$ cat src/rtl/core/abff_pkg.sv
// Shared types and constants for the allocation bitmap find-first block.
// No dependencies; imported by every module of the block except abff_ram.
package abff_pkg;

    localparam int WORD_BITS_DEF = 64;
    localparam int MAX_BITS_DEF  = 4096;

    localparam int CFG_W   = 13;
    localparam int OP_W    = 3;
    localparam int IDX_W   = 12;
    localparam int POS_W   = 12;
    localparam int CFG_RESET = 4096;

    typedef enum logic [OP_W-1:0] {
        OP_SET         = 3'd0,
        OP_CLEAR       = 3'd1,
        OP_TEST        = 3'd2,
        OP_FIRST_SET   = 3'd3,
        OP_FIRST_CLEAR = 3'd4,
        OP_ALL_CLEAR   = 3'd5,
        OP_ALL_SET     = 3'd6,
        OP_FILL        = 3'd7
    } op_t;

    typedef enum logic {
        ST_IDLE,
        ST_EXEC
    } state_t;

    // Update of the per-word summary flags, issued when a transaction retires
    typedef struct packed {
        logic write;     // one word rewritten
        logic fill;      // whole map filled
        logic value;     // fill value
        logic nonzero;   // rewritten word has a set bit
        logic all_ones;  // rewritten word has every bit set
    } sum_upd_t;

endpackage

$ cat src/rtl/core/abff_ctrl.sv
// Transaction sequencer: decode, memory read-modify-write, result register, config.
// Depends on abff_pkg; drives abff_ram and abff_summary from the top level.
module abff_ctrl #(
    parameter int WORD_BITS = 64,
    parameter int NUM_WORDS = 64,
    parameter int WIDX_W    = 6,
    parameter int NW_W      = 7,
    parameter int MAX_BITS  = 4096
) (
    input  logic                         clk,
    input  logic                         rst_n,
    input  logic                         in_valid,
    output logic                         in_ready,
    input  logic [abff_pkg::OP_W-1:0]    op,
    input  logic [abff_pkg::IDX_W-1:0]   bit_index,
    input  logic                         fill_value,
    output logic                         out_valid,
    input  logic                         out_ready,
    output logic                         flag,
    output logic [abff_pkg::POS_W-1:0]   position,
    output logic                         error,
    input  logic                         cfg_valid,
    output logic                         cfg_ready,
    input  logic [abff_pkg::CFG_W-1:0]   bits_in_use,
    output logic                         mem_we,
    output logic [WIDX_W-1:0]            mem_waddr,
    output logic [WORD_BITS-1:0]         mem_wdata,
    output logic                         mem_re,
    output logic [WIDX_W-1:0]            mem_raddr,
    input  logic [WORD_BITS-1:0]         mem_rdata,
    output abff_pkg::sum_upd_t           upd,
    output logic [WIDX_W-1:0]            upd_word,
    output logic [NW_W-1:0]              nw,
    output logic                         find_clear,
    output logic [WIDX_W-1:0]            query_word,
    input  logic                         found,
    input  logic [WIDX_W-1:0]            found_word,
    input  logic                         all_clear,
    input  logic                         all_set,
    input  logic                         query_valid,
    input  logic                         default_value
);
    import abff_pkg::*;

    localparam int BIT_W  = (WORD_BITS > 1) ? $clog2(WORD_BITS) : 1;
    localparam int LIM_W  = $clog2(MAX_BITS + 1);
    localparam int CMP_W  = (LIM_W > IDX_W) ? LIM_W : IDX_W;
    localparam int NWC_W  = (NW_W > CFG_W) ? NW_W : CFG_W;
    localparam int ABS_W0 = $clog2(MAX_BITS) + 1;
    localparam int ABS_W  = (ABS_W0 > POS_W) ? ABS_W0 : POS_W;
    localparam int NW_RESET_RAW = CFG_RESET / WORD_BITS;
    localparam int NW_RESET = (NW_RESET_RAW > NUM_WORDS) ? NUM_WORDS : NW_RESET_RAW;

    state_t              state_reg, state_next;
    op_t                 op_in;
    op_t                 op_reg, op_next;
    logic [WIDX_W-1:0]   word_reg, word_next;
    logic [BIT_W-1:0]    bit_reg, bit_next;
    logic                hit_reg, hit_next;
    logic                err_reg, err_next;
    logic                fill_reg, fill_next;
    logic [NW_W-1:0]     nw_reg;
    logic [NWC_W-1:0]    nw_raw;

    logic                out_valid_reg, out_valid_next;
    logic                flag_reg, flag_next;
    logic [POS_W-1:0]    pos_reg, pos_next;
    logic                error_reg, error_next;

    logic [CMP_W-1:0]    limit;
    logic                idx_ok;
    logic [WIDX_W-1:0]   idx_word;
    logic [BIT_W-1:0]    idx_bit;
    logic [WORD_BITS-1:0] word_eff;
    logic [WORD_BITS-1:0] bit_mask;
    logic [WORD_BITS-1:0] new_word;
    logic [WORD_BITS-1:0] search_word;
    logic [BIT_W-1:0]    lo;
    logic [ABS_W-1:0]    abs_pos;
    logic                accept;
    logic                retire;

    assign op_in      = op_t'(op);
    assign nw         = nw_reg;
    assign cfg_ready  = 1'b1;
    assign in_ready   = (state_reg == ST_IDLE);
    assign accept     = in_valid && in_ready;
    assign find_clear = (op_in == OP_FIRST_CLEAR);
    assign query_word = word_reg;
    assign upd_word   = word_reg;
    assign mem_waddr  = word_reg;

    assign out_valid = out_valid_reg;
    assign flag      = flag_reg;
    assign position  = pos_reg;
    assign error     = error_reg;

    // words in use; the register below limits them to the store size
    assign nw_raw = NWC_W'(bits_in_use / WORD_BITS);

    always_ff @(posedge clk or negedge rst_n)
    begin
        if (!rst_n)
        begin
            nw_reg <= NW_W'(NW_RESET);
        end
        else if (cfg_valid)
        begin
            nw_reg <= (nw_raw > NWC_W'(NUM_WORDS)) ? NW_W'(NUM_WORDS) : NW_W'(nw_raw);
        end
    end

    assign limit    = CMP_W'(nw_reg) * CMP_W'(WORD_BITS);
    assign idx_ok   = CMP_W'(bit_index) < limit;
    assign idx_word = WIDX_W'(bit_index / WORD_BITS);
    assign idx_bit  = BIT_W'(bit_index % WORD_BITS);

    always_ff @(posedge clk or negedge rst_n)
    begin
        if (!rst_n)
        begin
            state_reg     <= ST_IDLE;
            out_valid_reg <= 1'b0;
        end
        else
        begin
            state_reg     <= state_next;
            out_valid_reg <= out_valid_next;
        end
    end

    always_ff @(posedge clk)
    begin
        op_reg    <= op_next;
        word_reg  <= word_next;
        bit_reg   <= bit_next;
        hit_reg   <= hit_next;
        err_reg   <= err_next;
        fill_reg  <= fill_next;
        flag_reg  <= flag_next;
        pos_reg   <= pos_next;
        error_reg <= error_next;
    end

    // datapath on the word read back from memory
    always_comb
    begin
        word_eff    = query_valid ? mem_rdata : {WORD_BITS{default_value}};
        bit_mask    = {{(WORD_BITS - 1){1'b0}}, 1'b1} << bit_reg;
        new_word    = (op_reg == OP_SET) ? (word_eff | bit_mask) : (word_eff & ~bit_mask);
        search_word = (op_reg == OP_FIRST_CLEAR) ? ~word_eff : word_eff;
        lo = '0;
        for (int i = WORD_BITS - 1; i >= 0; i--)
        begin
            if (search_word[i])
            begin
                lo = BIT_W'(i);
            end
        end
        abs_pos = ABS_W'(word_reg) * ABS_W'(WORD_BITS) + ABS_W'(lo);
    end

    always_comb
    begin
        state_next     = state_reg;
        op_next        = op_reg;
        word_next      = word_reg;
        bit_next       = bit_reg;
        hit_next       = hit_reg;
        err_next       = err_reg;
        fill_next      = fill_reg;
        out_valid_next = out_valid_reg && !out_ready;
        flag_next      = flag_reg;
        pos_next       = pos_reg;
        error_next     = error_reg;
        mem_re         = 1'b0;
        mem_raddr      = idx_word;
        mem_we         = 1'b0;
        mem_wdata      = new_word;
        upd            = '0;
        retire         = 1'b0;

        unique case (state_reg)
            ST_IDLE:
            begin
                if (accept)
                begin
                    op_next    = op_in;
                    fill_next  = fill_value;
                    bit_next   = idx_bit;
                    word_next  = idx_word;
                    err_next   = 1'b0;
                    hit_next   = 1'b0;
                    state_next = ST_EXEC;
                    case (op_in) inside
                        OP_SET, OP_CLEAR, OP_TEST:
                        begin
                            err_next = !idx_ok;
                            mem_re   = idx_ok;
                        end
                        OP_FIRST_SET, OP_FIRST_CLEAR:
                        begin
                            hit_next  = found;
                            word_next = found_word;
                            mem_raddr = found_word;
                            mem_re    = found;
                        end
                        OP_ALL_CLEAR:
                        begin
                            hit_next = all_clear;
                        end
                        OP_ALL_SET:
                        begin
                            hit_next = all_set;
                        end
                        default:
                        begin
                            hit_next = 1'b0;
                        end
                    endcase
                end
            end
            ST_EXEC:
            begin
                // hold until the result register can take the transaction
                retire = !out_valid_reg || out_ready;
                if (retire)
                begin
                    state_next     = ST_IDLE;
                    out_valid_next = 1'b1;
                    flag_next      = 1'b0;
                    pos_next       = '0;
                    error_next     = err_reg;
                    case (op_reg) inside
                        OP_SET, OP_CLEAR:
                        begin
                            mem_we        = !err_reg;
                            upd.write     = !err_reg;
                            upd.nonzero   = |new_word;
                            upd.all_ones  = &new_word;
                        end
                        OP_TEST:
                        begin
                            flag_next = !err_reg && word_eff[bit_reg];
                        end
                        OP_FIRST_SET, OP_FIRST_CLEAR:
                        begin
                            flag_next = hit_reg;
                            pos_next  = hit_reg ? abs_pos[POS_W-1:0] : '0;
                        end
                        OP_ALL_CLEAR, OP_ALL_SET:
                        begin
                            flag_next = hit_reg;
                        end
                        default:
                        begin
                            upd.fill  = 1'b1;
                            upd.value = fill_reg;
                        end
                    endcase
                end
            end
            default:
            begin
                state_next = ST_IDLE;
            end
        endcase
    end

endmodule

$ cat config.mk
export PLATFORM = sky130hd
export DESIGN_NAME = abff_ctrl
export DESIGN_NICKNAME = d
export VERILOG_FILES = /design/src/rtl/core/abff_pkg.sv /design/src/rtl/core/abff_ctrl.sv
export SDC_FILE = /design/constraint.sdc
export NUM_CORES = 1
export LEC_CHECK = 0
export BUFFER_PORTS_ARGS = -buffer_cell sky130_fd_sc_hd__buf_2
export CAP_MARGIN = 20
export CORE_UTILIZATION = 40
export CTS_CLUSTER_SIZE = 12
export DETAILED_ROUTE_END_ITERATION = 10
export PLACE_DENSITY = 0.78
export SLEW_MARGIN = 10
export SYNTH_ARGS = -nofsm -noshare
export SYNTH_HDL_FRONTEND = slang
export SYNTH_SLANG_ARGS = --single-unit
export TNS_END_PERCENT = 30
$ cat constraint.sdc
create_clock -name clk -period 2.95 [get_ports clk]
set_input_delay 0.1475 -clock clk [delete_from_list [all_inputs] [get_ports clk]]
set_output_delay 0.1475 -clock clk [all_outputs]
set_load 0.02 [all_outputs]
==> results.json <==
{
  "dr.pass1.iters": 7,
  "synth_cells": 914,
  "tightestPinTransition_ns": 0.763,
  "clk_pin_slew_ns": 0.06,
  "layout_min_cycle_time_ns": 3.20,
  "grt_pass1_wl_mm": 45.0,
  "post_drt_via_cell_ratio": 6.42,
  "maxCapViolations": 0,
  "timing.final.crit_share_pct": 108,
  "cts_tree": "yes",
  "cp_data_arrival_time_ns": 3.05,
  "grt_pass1_vias": 8091,
  "relSlewSlack_pct": 47.7,
  "hold_viol_final": 0,
  "async_reset_ff_share_pct": 22.0,
  "yosysWarningCount": 0,
  "core.rowCount": 47,
  "dominantRegCellSynth": "edfxtp_1",
  "numCtsBuffers": 5,
  "r2r_cells": 10,
  "start_kind": "flip-flop",
  "synth_nets": 1028,
  "initial_utilization_pct": 41.2,
  "gr-total-overflow": 0,
  "violations": "setup timing",
  "fmax_mhz": 313,
  "dieArea_um2": 17700,
  "place_area_um2": 8780,
  "synthTopCellsByArea": "edfxtp_1, mux2i_1, nand2_1",
  "final_antenna_net_count": 0,
  "synth-seq-cells": 41,
  "drc_errors": 0,
  "drtIter0Drc": 1233,
  "cp.required_ns": 2.80,
  "swShare_pct": 45.9,
  "p_clk_share_pct": 15.0,
  "power.density_nw_per_um2": 414,
  "drv_slew": 0,
  "diodes": 0,
  "numClockSinks": 41,
  "crit_fanout": 5,
  "largest_reg_flops": 12,
  "top_level_ports": 229,
  "power_frac_seq_pct": 21.8,
  "tns_ns": -0.451,
  "p_sw_mw": 1.80,
  "hold-path-cell-count": 1,
  "clockBufferDepth": 2,
  "wl_per_cell_um": 21.1,
  "crit_type": "reg -> out",
  "setup_slack_ns": -0.250,
  "dr_total_vias": 9074,
  "avgSynthCellArea_um2": 7.50,
  "finalWeightedCongestion": 1.01,
  "power.leakage_nw": 4.13,
  "outcome": "finished, violations left",
  "yosysSeqAreaShare_pct": 17.3,
  "synth_top_area_cell": "edfxtp_1",
  "portBuffers": 221,
  "die_y_um": 133,
  "hold_path_class": "in -> reg",
  "antenna_found_initial": 0,
  "gr-usage-all-layers_pct": 32.3,
  "grt_max_degree": 42,
  "die_x_um": 133,
  "wirelength_mm": 29.8,
  "root_buffer": "clkbuf_16",
  "synth_top_area_share_pct": 14.0,
  "drive_gt1_share_pct": 39.7,
  "timing.hold.ws_ns": 0.0299,
  "synth_edf_count": 32,
  "syn_area_um2": 6850,
  "rsz0062_at_grt": "yes",
  "power_mw": 3.93,
  "p_int_mw": 2.12,
  "cts_htree_levels": 2,
  "clock_latency_ns": 0.29,
  "rrSetupSlack_ns": 0.11,
  "dp_hpwl_mm": 22.6,
  "finClkSkew_ns": 0.00198,
  "design_area_um2": 9490,
  "final_nets": 1306,
  "critPathCaptureType": "primary output",
  "peakVddDrop_v": 0.000262,
  "synth.distinct_cells": 80,
  "area_growth_pct": 38.5,
  "setup_viol": 2,
  "core_region_area_um2": 16600,
  "pwr-share-comb_pct": 63.1
}
## cell type report
type                            count  area (um2)
Tap cell                          220         275
Multi-Input combinational cell    746        5350
Inverter                           29         109
Clock buffer                        7         154
Timing Repair Buffer              369        2410
Clock inverter                      1        5.00
Sequential cell                    41        1190
Fill cell                        1527        7150
## worst max-delay path, stage by stage, from the launching register on
cell,delay [ns]
edfxtp_1,0.50
buf_6,0.18
buf_16,0.12
and4bb_2,0.23
nand2_1,0.10
mux2i_2,0.30
nand4_1,0.14
or4_4,0.58
nor4_4,0.27
and3_1,0.22
buf_6,0.13
## per-layer routing
metal / up-vias / GRT usage [%] / part of all wire [%]
met5: - / 0 / 0
met4: 0 / 10.4 / 3.1
met3: 85 / 5.52 / 12
met2: 646 / 50.4 / 44
met1: 4238 / 45.1 / 40
li1: 4105 / - / -
## cell usage after synthesis, types with 8 or more instances
| cell | count |
|---|---|
| nand2_1 | 99 |
| nor2_1 | 58 |
| a21oi_1 | 55 |
| mux2i_1 | 55 |
| a31oi_1 | 51 |
| o21ai_0 | 43 |
| clkbuf_1 | 38 |
| nand3_1 | 37 |
| edfxtp_1 | 32 |
| a221oi_1 | 29 |
| nand4_1 | 29 |
| buf_2 | 28 |
| inv_1 | 28 |
| nor3_1 | 18 |
| nor4_1 | 18 |
| buf_4 | 17 |
| and3_1 | 16 |
| mux2_2 | 16 |
| mux4_2 | 15 |
| o22ai_1 | 15 |
| or3_1 | 15 |
| nand2b_1 | 13 |
| buf_1 | 12 |
| and2_1 | 11 |
| a211oi_1 | 10 |
| a21o_1 | 9 |
| nand3b_1 | 9 |
| o211ai_1 | 9 |
| dfrtp_1 | 8 |
## timing repair
item,CTS,global route
pin swaps,15,16
endpoints found under the setup margin,2,6
gates resized for setup,33,31
cloned,3,0
endpoints found under the hold margin,9,0
hold buffers,1,0
buffers inserted,24,4
## stage by stage
stage / instances / util (%) / setup WS (ns)
after floorplan: 914 / - / 0.0121
after global placement: 1374 / 52.7 / 0.109
after detailed placement: 1374 / 52.7 / 0.112
after CTS: 1410 / 56.1 / -0.0647
after global routing: 1413 / 57.0 / -0.310
final: 1413 / 57.0 / -0.250
## power by group through the flow
stage / Combinational (mW) / Clock (mW) / Sequential [mW]
finish: 2.48 / 0.591 / 0.858
global route: 2.62 / 0.624 / 0.868
CTS: 2.39 / 0.600 / 0.855
detailed placement: 2.24 / 0 / 0.872
global placement: 2.21 / 0 / 0.867
floorplan: 1.31 / 0 / 0.976
## cell families after synthesis
kind of cell | synth area share [%]
AND/OR/NAND/NOR | 30.2
XOR/XNOR | 0.256
flip-flops | 17.3
adder cells (fa/ha/maj) | 0.913
buffers and inverters | 8.73
AO/OA/AOI/OAI | 26.9
other | 0.0547
multiplexers | 15.6
## layout by cell type (no fill, tap or decap), types with 15 or more instances in the layout
master and count:
buf_2 218, o21ai_0 42, nand2_1 98, inv_1 28, nor3_1 17, a31oi_1 46, and3_1 16, mux2_2 16
nor2_1 51, a21oi_1 54, edfxtp_1 32, a221oi_1 25, nand3_1 37, o22ai_1 15, buf_4 129, nand4_1 29
mux2i_1 48, mux4_2 15
## worst paths after layout
| check | from | endpoint |
|---|---|---|
| min in group asynchronous | rst_n | nw[5] |
| min reg2reg | out_valid | out_valid |
| max in group asynchronous | rst_n | nw[6] |
| max | bit_reg[4] | upd[0] |
| max reg2reg | op_reg[1] | position[0] |
| min | bit_index[3] | bit_reg[3] |
Note: power is estimated with default switching activity, not from simulation.
