<file path="src/rtl/core/abff_pkg.sv">
// Shared types and constants for the allocation bitmap find-first block.
// No dependencies; imported by every module of the block except abff_ram.
package abff_pkg;

    localparam int WORD_BITS_DEF = 64;
    localparam int MAX_BITS_DEF  = 4096;

    localparam int CFG_W   = 13;
    localparam int OP_W    = 3;
    localparam int IDX_W   = 12;
    localparam int POS_W   = 12;
    localparam int CFG_RESET = 4096;

    typedef enum logic [OP_W-1:0] {
        OP_SET         = 3'd0,
        OP_CLEAR       = 3'd1,
        OP_TEST        = 3'd2,
        OP_FIRST_SET   = 3'd3,
        OP_FIRST_CLEAR = 3'd4,
        OP_ALL_CLEAR   = 3'd5,
        OP_ALL_SET     = 3'd6,
        OP_FILL        = 3'd7
    } op_t;

    typedef enum logic {
        ST_IDLE,
        ST_EXEC
    } state_t;

    // Update of the per-word summary flags, issued when a transaction retires
    typedef struct packed {
        logic write;     // one word rewritten
        logic fill;      // whole map filled
        logic value;     // fill value
        logic nonzero;   // rewritten word has a set bit
        logic all_ones;  // rewritten word has every bit set
    } sum_upd_t;

endpackage

</file>
<file path="src/rtl/core/abff_summary.sv">
// Per-word summary flags (written, nonzero, all ones) and the word-level search.
// Depends on abff_pkg.
module abff_summary #(
    parameter int NUM_WORDS = 64,
    parameter int WIDX_W    = 6,
    parameter int NW_W      = 7
) (
    input  logic               clk,
    input  logic               rst_n,
    input  abff_pkg::sum_upd_t upd,
    input  logic [WIDX_W-1:0]  upd_word,
    input  logic [NW_W-1:0]    nw,
    input  logic               find_clear,
    input  logic [WIDX_W-1:0]  query_word,
    output logic               found,
    output logic [WIDX_W-1:0]  found_word,
    output logic               all_clear,
    output logic               all_set,
    output logic               query_valid,
    output logic               default_value
);
    import abff_pkg::*;

    logic [NUM_WORDS-1:0] valid_reg;
    logic [NUM_WORDS-1:0] nonzero_reg;
    logic [NUM_WORDS-1:0] ones_reg;
    logic                 dflt_reg;

    logic [NUM_WORDS-1:0] in_use;
    logic [NUM_WORDS-1:0] has_set;
    logic [NUM_WORDS-1:0] has_clear;
    logic [NUM_WORDS-1:0] cand;

    always_ff @(posedge clk or negedge rst_n)
    begin
        if (!rst_n)
        begin
            valid_reg   <= '0;
            nonzero_reg <= '0;
            ones_reg    <= '0;
            dflt_reg    <= 1'b0;
        end
        else if (upd.fill)
        begin
            // unwritten words read as the fill value from here on
            valid_reg   <= '0;
            nonzero_reg <= {NUM_WORDS{upd.value}};
            ones_reg    <= {NUM_WORDS{upd.value}};
            dflt_reg    <= upd.value;
        end
        else if (upd.write)
        begin
            valid_reg[upd_word]   <= 1'b1;
            nonzero_reg[upd_word] <= upd.nonzero;
            ones_reg[upd_word]    <= upd.all_ones;
        end
    end

    always_comb
    begin
        for (int i = 0; i < NUM_WORDS; i++)
        begin
            in_use[i] = (NW_W'(i) < nw);
        end
        has_set   = nonzero_reg & in_use;
        has_clear = ~ones_reg & in_use;
        cand      = find_clear ? has_clear : has_set;
        found     = |cand;
        found_word = '0;
        for (int i = NUM_WORDS - 1; i >= 0; i--)
        begin
            if (cand[i])
            begin
                found_word = WIDX_W'(i);
            end
        end
    end

    assign all_clear     = ~(|has_set);
    assign all_set       = ~(|has_clear);
    assign query_valid   = valid_reg[query_word];
    assign default_value = dflt_reg;

endmodule

</file>
<file path="config.mk">
export PLATFORM = sky130hd
export DESIGN_NAME = abff_summary
export DESIGN_NICKNAME = d
export VERILOG_FILES = /design/src/rtl/core/abff_pkg.sv /design/src/rtl/core/abff_summary.sv
export SDC_FILE = /design/constraint.sdc
export NUM_CORES = 1
export LEC_CHECK = 0
export BUFFER_PORTS_ARGS = -buffer_cell sky130_fd_sc_hd__buf_2
export CAP_MARGIN = 20
export CORE_MARGIN = 4
export CORE_UTILIZATION = 30
export CTS_CLUSTER_DIAMETER = 60
export CTS_CLUSTER_SIZE = 20
export DETAILED_ROUTE_END_ITERATION = 16
export PLACE_DENSITY = 0.46
export SLEW_MARGIN = 20
export SYNTH_ARGS = -nofsm -noshare
export SYNTH_HDL_FRONTEND = slang
export SYNTH_SLANG_ARGS = --single-unit
</file>
<file path="constraint.sdc">
create_clock -name clk -period 6.41 [get_ports clk]
set_input_delay 1.923 -clock clk [delete_from_list [all_inputs] [get_ports clk]]
set_output_delay 1.923 -clock clk [all_outputs]
set_load 0.02 [all_outputs]
</file>
==> results of run 1 <==
placed cells by master (no fill, tap or decap), types with 6 or more instances in the layout:
cell type,instances
a211o_1,8
a221oi_1,9
o2111ai_1,9
dfrtp_1,193
buf_12,8
nand3_1,20
o31ai_1,11
o21ai_0,103
nor2b_1,8
buf_4,133
o211ai_1,10
nor3_1,7
and2_1,16
mux4_2,21
o21a_1,6
nand2b_1,12
buf_2,30
mux2i_1,68
a221o_1,6
inv_1,28
a21o_1,13
o221ai_1,11
o21ai_1,9
o22ai_1,25
a21oi_1,158
a211oi_1,18
clkbuf_16,19
nand3b_1,6
nand2_1,97
a22oi_1,11
nand4_1,9
or2_2,10
o31a_1,33
nor2_1,288
layer usage:
layer / track usage [%] / up-vias / share of wire [%]
met5: 0 / - / 0
met2: 39.5 / 407 / 48
li1: - / 5440 / -
met1: 32.1 / 6045 / 44
met4: 7.83 / 0 / 3.3
met3: 2.88 / 85 / 4.9
layout make-up:
cell class,instances,area share (%)
Multi-Input combinational cell,1109,47.6
Clock inverter,12,0.830
Clock buffer,20,3.09
Inverter,29,0.752
Antenna cell,1,0.0173
Timing Repair Buffer,178,9.79
Tap cell,525,4.54
Sequential cell,193,33.4
what timing repair did:
| item | in CTS | in global routing |
|---|---|---|
| gates resized for setup | 7 | 41 |
| gates cloned | 0 | 3 |
| pin swaps | 0 | 8 |
| buffers inserted | 0 | 9 |
| setup endpoints to repair | 4 | 9 |
stage by stage:
stage	setup slack [ns]	cell area [um2]	power, mW
floorplan	0.0830	12100	1.78
CTS	0.00597	14200	3.19
global route	0.000150	14500	3.33
detailed placement	-0.101	13600	2.12
global placement	-0.142	13600	2.12
finish	0.0974	14500	3.20
power by group:
group / switching, mW / total, mW / internal, mW
registers: 0.124 / 1.42 / 1.30
logic: 0.439 / 0.713 / 0.275
clock network: 0.507 / 1.06 / 0.554
total: 1.07 / 3.20 / 2.13
path summary, 6_finish.rpt:
| kind | end | slack (ns) | depth (start not counted) |
|---|---|---|---|
| max | all_clear | 0.1 | 10 |
| min reg2reg | valid_reg[10]$_DFFE_PN0P_ | 0.50 | 2 |
| min in group asynchronous | valid_reg[12]$_DFFE_PN0P_ | 1.58 | 1 |
| min | valid_reg[10]$_DFFE_PN0P_ | 0.50 | 2 |
| max in group asynchronous | ones_reg[30]$_DFFE_PN0P_ | 3.59 | 2 |
| max reg2reg | nonzero_reg[0]$_DFFE_PN0P_ | 5.43 | 1 |
worst min-delay path: stages (launching register included):
cell     delay [ns]
dfrtp_1        0.34
nor2_1         0.04
nor2_1         0.07
kinds of logic (layout without fill, tap and decap cells):
kind of cell               after synthesis  in the layout  synth area share, %
other                                    0              1                    0
AOI/OAI and AO/OA                      497            497                 26.4
buffers and inverters                  136            239                 4.42
DFF                                    193            193                 40.0
adders and majority gates                4              4                0.331
muxes                                   91             91                 9.73
and+or+nand+nor                        517            517                 19.1
==> results.ini, run 1 <==
[outcome]
outcome = complete, no violations

[sta]
skew_ns = 0
min_period_ns = 6.31
relSlewSlack_pct = 37.1
setup_viol = 0
hold_ws_ns = 0.495
rsz0062_at_grt = false
fmax_mhz = 158
period_share_pct = 98.5
tns_ns = 0
drv_slew = 0
worst_slew_pin_slew_ns = 0.943
final_hold_viol_count = 0

[critical_path]
setup.worst_path.end_class = output port
path_delay_family = compound AO/OA/AOI/OAI gates
path_buf_inv = 4
r2r-start = nonzero_reg[0]$_DFFE_PN0P_
cp_slowest_cell = or4b_4
critPathLaunch = nw[5]
crit_path_max_incr_delay_ns = 0.51
critPathLaunchType = input port
worstPathRequired_ns = 4.49
arrival_ns = 4.39
path_class = in -> out
cp_cell_sequence = buf_2 -> buf_4 -> or4b_4 -> buf_4 -> o31ai_1 -> a21oi_1 -> a221o_1 -> a222oi_1 -> and3_2 -> buf_2
path_max_fanout = 13

[floorplanning]
die_w_um = 209
ios = 38
fp.coreArea_um2 = 39700
start_util_pct = 30.4
die_height_um = 209
die_area_um2 = 43600
num_rows = 73

[global_routing]
overflow = 0
grt_max_degree = 125
grt_usage_pct = 23.7
grt_pass1_vias = 11300
grt_pass1_wl_um = 77800
antenna_found_initial = 0

[clocking]
root_buffer = clkbuf_16
cts_buffer_depth = 2
holdBufCountCts = 0
cts_max_level = 4
tritoncts = yes
cts_buffers = 17
clkTransAtPathRegs_ns = 0.07
clkSinkCount = 193
worstSkewPairLatency_ns = 0.44

[drt]
via_count = 12000
wl_per_cell_um = 25.7
ant_nets = 0
remaining_drc_errors = 0
dr.pass1.iters = 6
drtIter0Drc = 1120
totalWireLength_um = 53200
via_per_inst = 5.79

[yosys]
synth_common_cells = nor2_1, dfrtp_1, a21oi_1, o21ai_0, nand2_1
yosysMostFrequentCell = nor2_1
postSynthAreaPerCell_um2 = 8.40
synth_top_cell_by_area = dfrtp_1
syn_area_um2 = 12100
yosys.area.top_type_share_pct = 40.0
synth_ff_type = dfrtp_1
syn_nets = 1465
synth_seq_area_share_pct = 40.0
synth_cell_types = 77
synth-edff-count = 0
synthArstFlopShare_pct = 100
yosys-top-cells-area = dfrtp_1, nor2_1, a21oi_1
syn-instance-count = 1438
synth_seq_cells = 193
yosysWarningCount = 0

[layout]
nNetsFinal = 1555
multi_input_area_um2 = 6890
area_growth_pct = 19.8
post-route-util_pct = 36.4
layout.cells.non_filler = 2067
register_area_um2 = 4830
layout-drive-gt1-share_pct = 17.9
fillers = 4135

[pwr]
peakVddDrop_v = 0.000145
p_leak_nw = 5.78
power_per_cell_area_nw_per_um2 = 221

[worst_hold_path]
hp-start = valid_reg[10]$_DFFE_PN0P_
min_path_type = reg -> reg

[placement]
dpl.cell_count = 2022
port_buffers = 37
dp_hpwl_um = 40700
place_congestion = 1.02

[flow_run]
drv_cap = 0

Power figures use the tool's default switching activity.
==> inputs of run 2 (changes only) <==
ABC_AREA = 1   (was default)
CAP_MARGIN = default   (was 20)
==> run 2 against run 1 <==
Net effect: the run now ends with setup timing left; hold slack got worse by 0.016 ns; power down 0.22%; flip-flop and latch count unchanged; sequential share of layout area is 1.5 points lower; critical path type unchanged; largest cell class unchanged; highest routed layer unchanged.
==> results.ini, run 2 <==
[outcome]
outcome = finished, violations left
failed_checks = setup timing

[yosys]
yosys.area.top_type_share_pct = 42.1  ; +2.1 points
yosysWarningCount = 0  ; unchanged
synthArstFlopShare_pct = 100  ; unchanged
synth_top_cell_by_area = dfrtp_1
yosysMostFrequentCell = nand2_1
syn-instance-count = 1661  ; +16%
synth_cell_types = 40  ; -48%
synth_seq_area_share_pct = 42.1  ; +2.1 points
synth-edff-count = 0  ; unchanged
synth_ff_type = dfrtp_1
yosys-top-cells-area = dfrtp_1, nand2_1, inv_1
synth_common_cells = nand2_1, inv_1, dfrtp_1, nor2_1, o21ai_0
postSynthAreaPerCell_um2 = 6.91  ; -18%
syn_nets = 1688  ; +15%
syn_area_um2 = 11500  ; -5.1%
synth_seq_cells = 193  ; unchanged

[pwr]
switching_power_mw = 1.05  ; -1.4%
p_int_mw = 2.13  ; +0.39%
power_per_cell_area_nw_per_um2 = 210  ; -4.7%
peakVddDrop_v = 0.000191  ; +32%
seqPwrFrac_pct = 42.8  ; -1.7 points
pwr-share-comb_pct = 24.8  ; +2.5 points
p_clk_share_pct = 32.4  ; -0.8 points
swShare_pct = 33.1  ; -0.40 points
p_leak_nw = 7.03  ; +22%

[clocking]
clkSinkCount = 193  ; unchanged
root_buffer = clkbuf_16
cts_buffers = 17  ; unchanged
clkTransAtPathRegs_ns = 0.07  ; about the same
holdBufCountCts = 0  ; unchanged
cts_buffer_depth = 2  ; unchanged
tritoncts = yes
worstSkewPairLatency_ns = 0.44  ; about the same
cts_max_level = 4  ; unchanged

[layout]
mostFrequentLayoutCell = nand2_1
layout_common_cells = nand2_1, buf_4, inv_1
nNetsFinal = 1924  ; +24%
layout-drive-gt1-share_pct = 23.2  ; +5.3 points
area_growth_pct = 32.1

[sta]
relSlewSlack_pct = 31.5  ; -5.6 points
worst_slew_pin_slew_ns = 1.02  ; +0.0766 ns
tns_ns = -2.92  ; -2.92 ns
setup_viol = 8  ; +8
rsz0062_at_grt = true
setup_ws_ns = -1.57  ; -1.66 ns
fmax_mhz = 125  ; -21%
drv_slew = 0  ; unchanged
period_share_pct = 124  ; +26 points
hold_ws_ns = 0.479  ; -0.0163 ns
skew_ns = 0  ; unchanged
final_hold_viol_count = 0  ; unchanged
min_period_ns = 7.98  ; +1.66 ns

[floorplanning]
start_util_pct = 30.5  ; +0.040 points
num_rows = 71  ; -2.7%
ios = 38  ; unchanged
die_w_um = 204  ; -2.5%
fp.coreArea_um2 = 37700  ; -5.2%
die_height_um = 204  ; -2.5%
die_area_um2 = 41400  ; -4.9%

[global_routing]
overflow = 0  ; unchanged
antenna_found_initial = 1  ; +1
grt_pass1_wl_um = 68800  ; -12%
grt_pass1_vias = 11300  ; -0.49%
grt_usage_pct = 21.7  ; -1.9 points
grt_max_degree = 118  ; -5.6%

[worst_hold_path]
min_path_type = reg -> reg

[drt]
remaining_drc_errors = 0  ; unchanged
ant_nets = 0  ; unchanged
dr.pass1.iters = 6  ; unchanged
via_per_inst = 4.93  ; -15%
wl_per_cell_um = 18.5  ; -28%
drtIter0Drc = 978  ; -13%
totalWireLength_um = 44800  ; -16%
via_count = 11900  ; -0.40%

[flow_run]
drv_cap = 0  ; unchanged

[critical_path]
worstPathRequired_ns = 4.49  ; about the same
cp_common_cell = nand2_1
arrival_ns = 6.05  ; +1.66 ns
path_max_fanout = 4  ; -9
critPathLaunchType = input port
path_class = in -> out
cp_slowest_cell = o21ai_4
setup.worst_path.end_class = output port
crit_path_max_incr_delay_ns = 0.20  ; -0.31 ns

[placement]
place_congestion = 0.892  ; -13%
dpl_worst_slack_ns = -1.85  ; -1.75 ns
dp_hpwl_um = 34500  ; -15%
port_buffers = 37  ; unchanged

-- run 2: cell types whose count changed after synthesis, moves of 24 or more --
cell / before / now
o21ai_0: 103 / 130
o22ai_1: 25 / 1
clkbuf_1: 82 / 48
nand2_1: 97 / 419
mux2i_1: 68 / 0
a21oi_1: 159 / 129
nor2_1: 289 / 185
inv_1: 28 / 224
nand3_1: 20 / 93
a31oi_1: 5 / 34
o31a_1: 33 / 0
-- run 2: cell families (layout without fill, tap and decap cells) --
family,Yosys count,in the layout,share of synthesized area (%)
simple gates,783,783,28.4
compound gates,378,378,19.1
buf+inv,307,556,10.4
flops,193,193,42.1
other cells,0,1,0
-- run 2: final cells by class --
class,count,area (um2)
antenna,1,2.50
clock inverter,15,125
sequential,193,4830
timing repair buffer,293,2320
tap,511,639
multi-input combinational,1161,5920
fill,4063,22500
clock buffer,17,425
inverter,231,891
-- run 2: through the flow --
step / power [mW] / std cells / utilization (%) / area (um2)
2_1_floorplan: 1.74 / 1661 / - / 11600
3_3_place_gp: 2.11 / 2360 / 36.6 / 13800
3_5_place_dp: 2.11 / 2360 / 36.6 / 13800
4_1_cts: 3.18 / 2413 / 39.3 / 14800
5_1_grt: 3.36 / 2422 / 40.2 / 15100
6_report: 3.19 / 2422 / 40.2 / 15100
-- run 2: routing by layer --
metal,share of wire (%),global-route usage (%)
met3,4.6,2.70
met2,42,31.1
met5,0,0
met1,52,34.8
met4,1.6,4.82
-- run 2: final timing paths --
check	start	depth (start not counted)	slack (ns)	end
max	nw[4]	68	-1.57	found_word[0]
min	default_value$_DFFE_PN0P_	2	0.48	default_value$_DFFE_PN0P_
max reg2reg	nonzero_reg[62]$_DFFE_PN0P_	3	5.48	nonzero_reg[62]$_DFFE_PN0P_
min reg2reg	default_value$_DFFE_PN0P_	2	0.48	default_value$_DFFE_PN0P_
max in group asynchronous	rst_n	3	3.94	valid_reg[24]$_DFFE_PN0P_
min in group asynchronous	rst_n	1	1.34	nonzero_reg[1]$_DFFE_PN0P_
-- run 2: critical path: cells and delay by family --
| kind | cells | cell delay, ns |
|---|---|---|
| and+or+nand+nor | 63 | 3.51 |
| AOI/OAI and AO/OA | 2 | 0.34 |
| buffers and inverters | 3 | 0.26 |
-- run 2: repair_timing --
item / in CTS / in global routing
setup buffers: 24 / 13
endpoints found under the setup margin: 9 / 9
gates resized for setup: 105 / 83
pin swaps: 51 / 37
-- run 2: power groups by stage --
stage | Combinational, mW | Sequential [mW] | Clock, mW
3_3_place_gp | 0.720 | 1.39 | 0
4_1_cts | 0.762 | 1.36 | 1.06
3_5_place_dp | 0.721 | 1.39 | 0
2_1_floorplan | 0.390 | 1.35 | 0
5_1_grt | 0.880 | 1.37 | 1.11
6_report | 0.791 | 1.37 | 1.03
==> inputs of run 3 (changes only) <==
CELL_PAD_IN_SITES_DETAIL_PLACEMENT = 0   (was default)
CELL_PAD_IN_SITES_GLOBAL_PLACEMENT = 1   (was default)
PLACE_DENSITY = 0.59   (was 0.46)
==> run 3 against run 2 <==
Net effect: the run still ends with setup timing left; register-to-register slack lost 0.05 ns; utilization rose by 1.9 points; critical path depth fell by 32; final cell count up 2.1%; via count up 1.7%; clock skew stayed put; non-clock buffer count up 50; flip-flop and latch count is the same; power is 5.6% higher; critical path type unchanged; highest routed layer is now met5.
==> results.ini, run 3 (synthesis gave the netlist of run 2 again) <==
[outcome]
outcome = finished, violations left
failed_checks = setup timing

[critical_path]
path_max_fanout = 5  ; +1
cp_common_cell = buf_4
setup.worst_path.end_class = output port
path_buf_inv = 30  ; +27
worstPathRequired_ns = 4.49  ; about the same
critPathLaunchType = input port
path_class = in -> out
arrival_ns = 6.13  ; +0.08 ns
path_delay_family = buffers and inverters
crit_path_max_incr_delay_ns = 0.22  ; +0.02 ns
cp_slowest_cell = o21ai_4

[clocking]
cts_buffers = 17  ; unchanged
cts_buffer_depth = 2  ; unchanged
holdBufCountCts = 0  ; unchanged
root_buffer = clkbuf_16
clkTransAtPathRegs_ns = 0.07  ; about the same
clkSinkCount = 193  ; unchanged
cts_max_level = 4  ; unchanged
worstSkewPairLatency_ns = 0.43  ; about the same
tritoncts = yes

[global_routing]
overflow = 0  ; unchanged
grt_pass1_vias = 11500  ; +2.2%
grt_pass1_wl_um = 69900  ; +1.5%
grt_usage_pct = 21.9  ; +0.14 points
grt_max_degree = 115  ; -2.5%
antenna_found_initial = 3  ; +2

[floorplanning]
die_height_um = 204  ; unchanged
num_rows = 71  ; unchanged
fp.coreArea_um2 = 37700  ; unchanged
die_area_um2 = 41400  ; unchanged
die_w_um = 204  ; unchanged
start_util_pct = 30.5  ; unchanged
ios = 38  ; unchanged

[sta]
period_share_pct = 126  ; +1.2 points
min_period_ns = 8.06  ; +0.0800 ns
worst_slew_pin_slew_ns = 1.14  ; +0.118 ns
final_hold_viol_count = 0  ; unchanged
setup_ws_ns = -1.65  ; -0.0800 ns
fmax_mhz = 124  ; -0.99%
skew_ns = 0  ; unchanged
drv_slew = 0  ; unchanged
setup_viol = 9  ; +1
rsz0062_at_grt = true
tns_ns = -7.15  ; -4.23 ns
relSlewSlack_pct = 23.6  ; -7.9 points

[layout]
area_growth_pct = 38.2
layout-drive-gt1-share_pct = 26.8  ; +3.6 points
nNetsFinal = 1974  ; +2.6%
fillers = 3936  ; -3.1%
mostFrequentLayoutCell = nand2_1
layout.cells.non_filler = 2472  ; +2.1%
layout_common_cells = nand2_1, buf_4, inv_1
final_area_um2 = 15900  ; +4.7%

[pwr]
p_leak_nw = 7.40  ; +5.3%
power_per_cell_area_nw_per_um2 = 212  ; +0.88%
peakVddDrop_v = 0.000147  ; -23%

[drt]
dr.pass1.iters = 5  ; -1
ant_nets = 0  ; unchanged
totalWireLength_um = 45900  ; +2.3%
remaining_drc_errors = 0  ; unchanged
via_count = 12100  ; +1.7%
drtIter0Drc = 952  ; -2.7%
wl_per_cell_um = 18.6  ; +0.25%
via_per_inst = 4.91  ; -0.34%

[placement]
dpl_worst_slack_ns = -1.78  ; +0.0707 ns
dpl_cell_area_um2 = 13800  ; +0.38%
port_buffers = 37  ; unchanged
dpl.cell_count = 2367  ; +0.30%
dp_hpwl_um = 34300  ; -0.57%
place_congestion = 0.901  ; +0.93%

[flow_run]
drv_cap = 0  ; unchanged

[worst_hold_path]
min_path_type = reg -> reg

[run 3: layout make-up]
| cell class | count | area [um2] | share of cell area, % |
|---|---|---|---|
| Tap cell | 511 | 639 | 4.03 |
| Antenna cell | 1 | 2.50 | 0.0158 |
| Clock inverter | 14 | 173 | 1.09 |
| Multi-Input combinational cell | 1161 | 6070 | 38.3 |
| Sequential cell | 193 | 4830 | 30.5 |
| Timing Repair Buffer | 343 | 2800 | 17.7 |
| Inverter | 231 | 907 | 5.72 |
| Clock buffer | 18 | 439 | 2.77 |
[run 3: tightest hold or removal path, delay by kind of cell, from the launching register on]
kind	cells	cell delay, ns
and+or+nand+nor	2	0.09
DFF	1	0.35
[run 3: final timing paths]
| path | startpoint | to | slack (ns) | cells after the start |
|---|---|---|---|---|
| worst max-delay path | nw[5] | all_clear | -1.65 | 36 |
| worst min-delay path | default_value$_DFFE_PN0P_ | default_value$_DFFE_PN0P_ | 0.47 | 2 |
| worst max register to register | ones_reg[63]$_DFFE_PN0P_ | ones_reg[63]$_DFFE_PN0P_ | 5.43 | 3 |
| worst min register to register | default_value$_DFFE_PN0P_ | default_value$_DFFE_PN0P_ | 0.47 | 2 |
| max in group asynchronous | rst_n | valid_reg[58]$_DFFE_PN0P_ | 3.62 | 2 |
| min in group asynchronous | rst_n | nonzero_reg[1]$_DFFE_PN0P_ | 1.57 | 1 |
[run 3: power by group]
| group | leakage [nW] | total [mW] | internal (mW) | switching (mW) |
|---|---|---|---|---|
| sequential | 2.42 | 1.37 | 1.30 | 0.0677 |
| clock | 0.295 | 1.13 | 0.601 | 0.525 |
| combinational | 4.69 | 0.873 | 0.377 | 0.495 |
| total | 7.40 | 3.37 | 2.28 | 1.09 |
[run 3: repair_timing]
item                                    CTS  global route
buffers inserted                         67            26
gates resized for setup                 119           162
pin swaps                                25            55
gates cloned                              0             0
endpoints found under the setup margin    9             9
[run 3: metal layers]
layer	global-route usage [%]	wire length, um	vias up
met2	30.9	18800	290
met4	5.56	1050	4
met1	35.3	24200	5724
met3	2.34	1850	51
met5	0	21	-
li1	-	-	6065
[run 3: per-stage QoR]
step / hold WS (ns) / power (mW) / utilization (%)
2_1_floorplan: 0.457 / 1.74 / -
3_5_place_dp: 0.462 / 2.12 / 36.8
4_1_cts: 0.480 / 3.32 / 40.4
6_report: 0.473 / 3.37 / 42.1
3_3_place_gp: 0.457 / 2.12 / 36.8
5_1_grt: 0.490 / 3.53 / 42.1
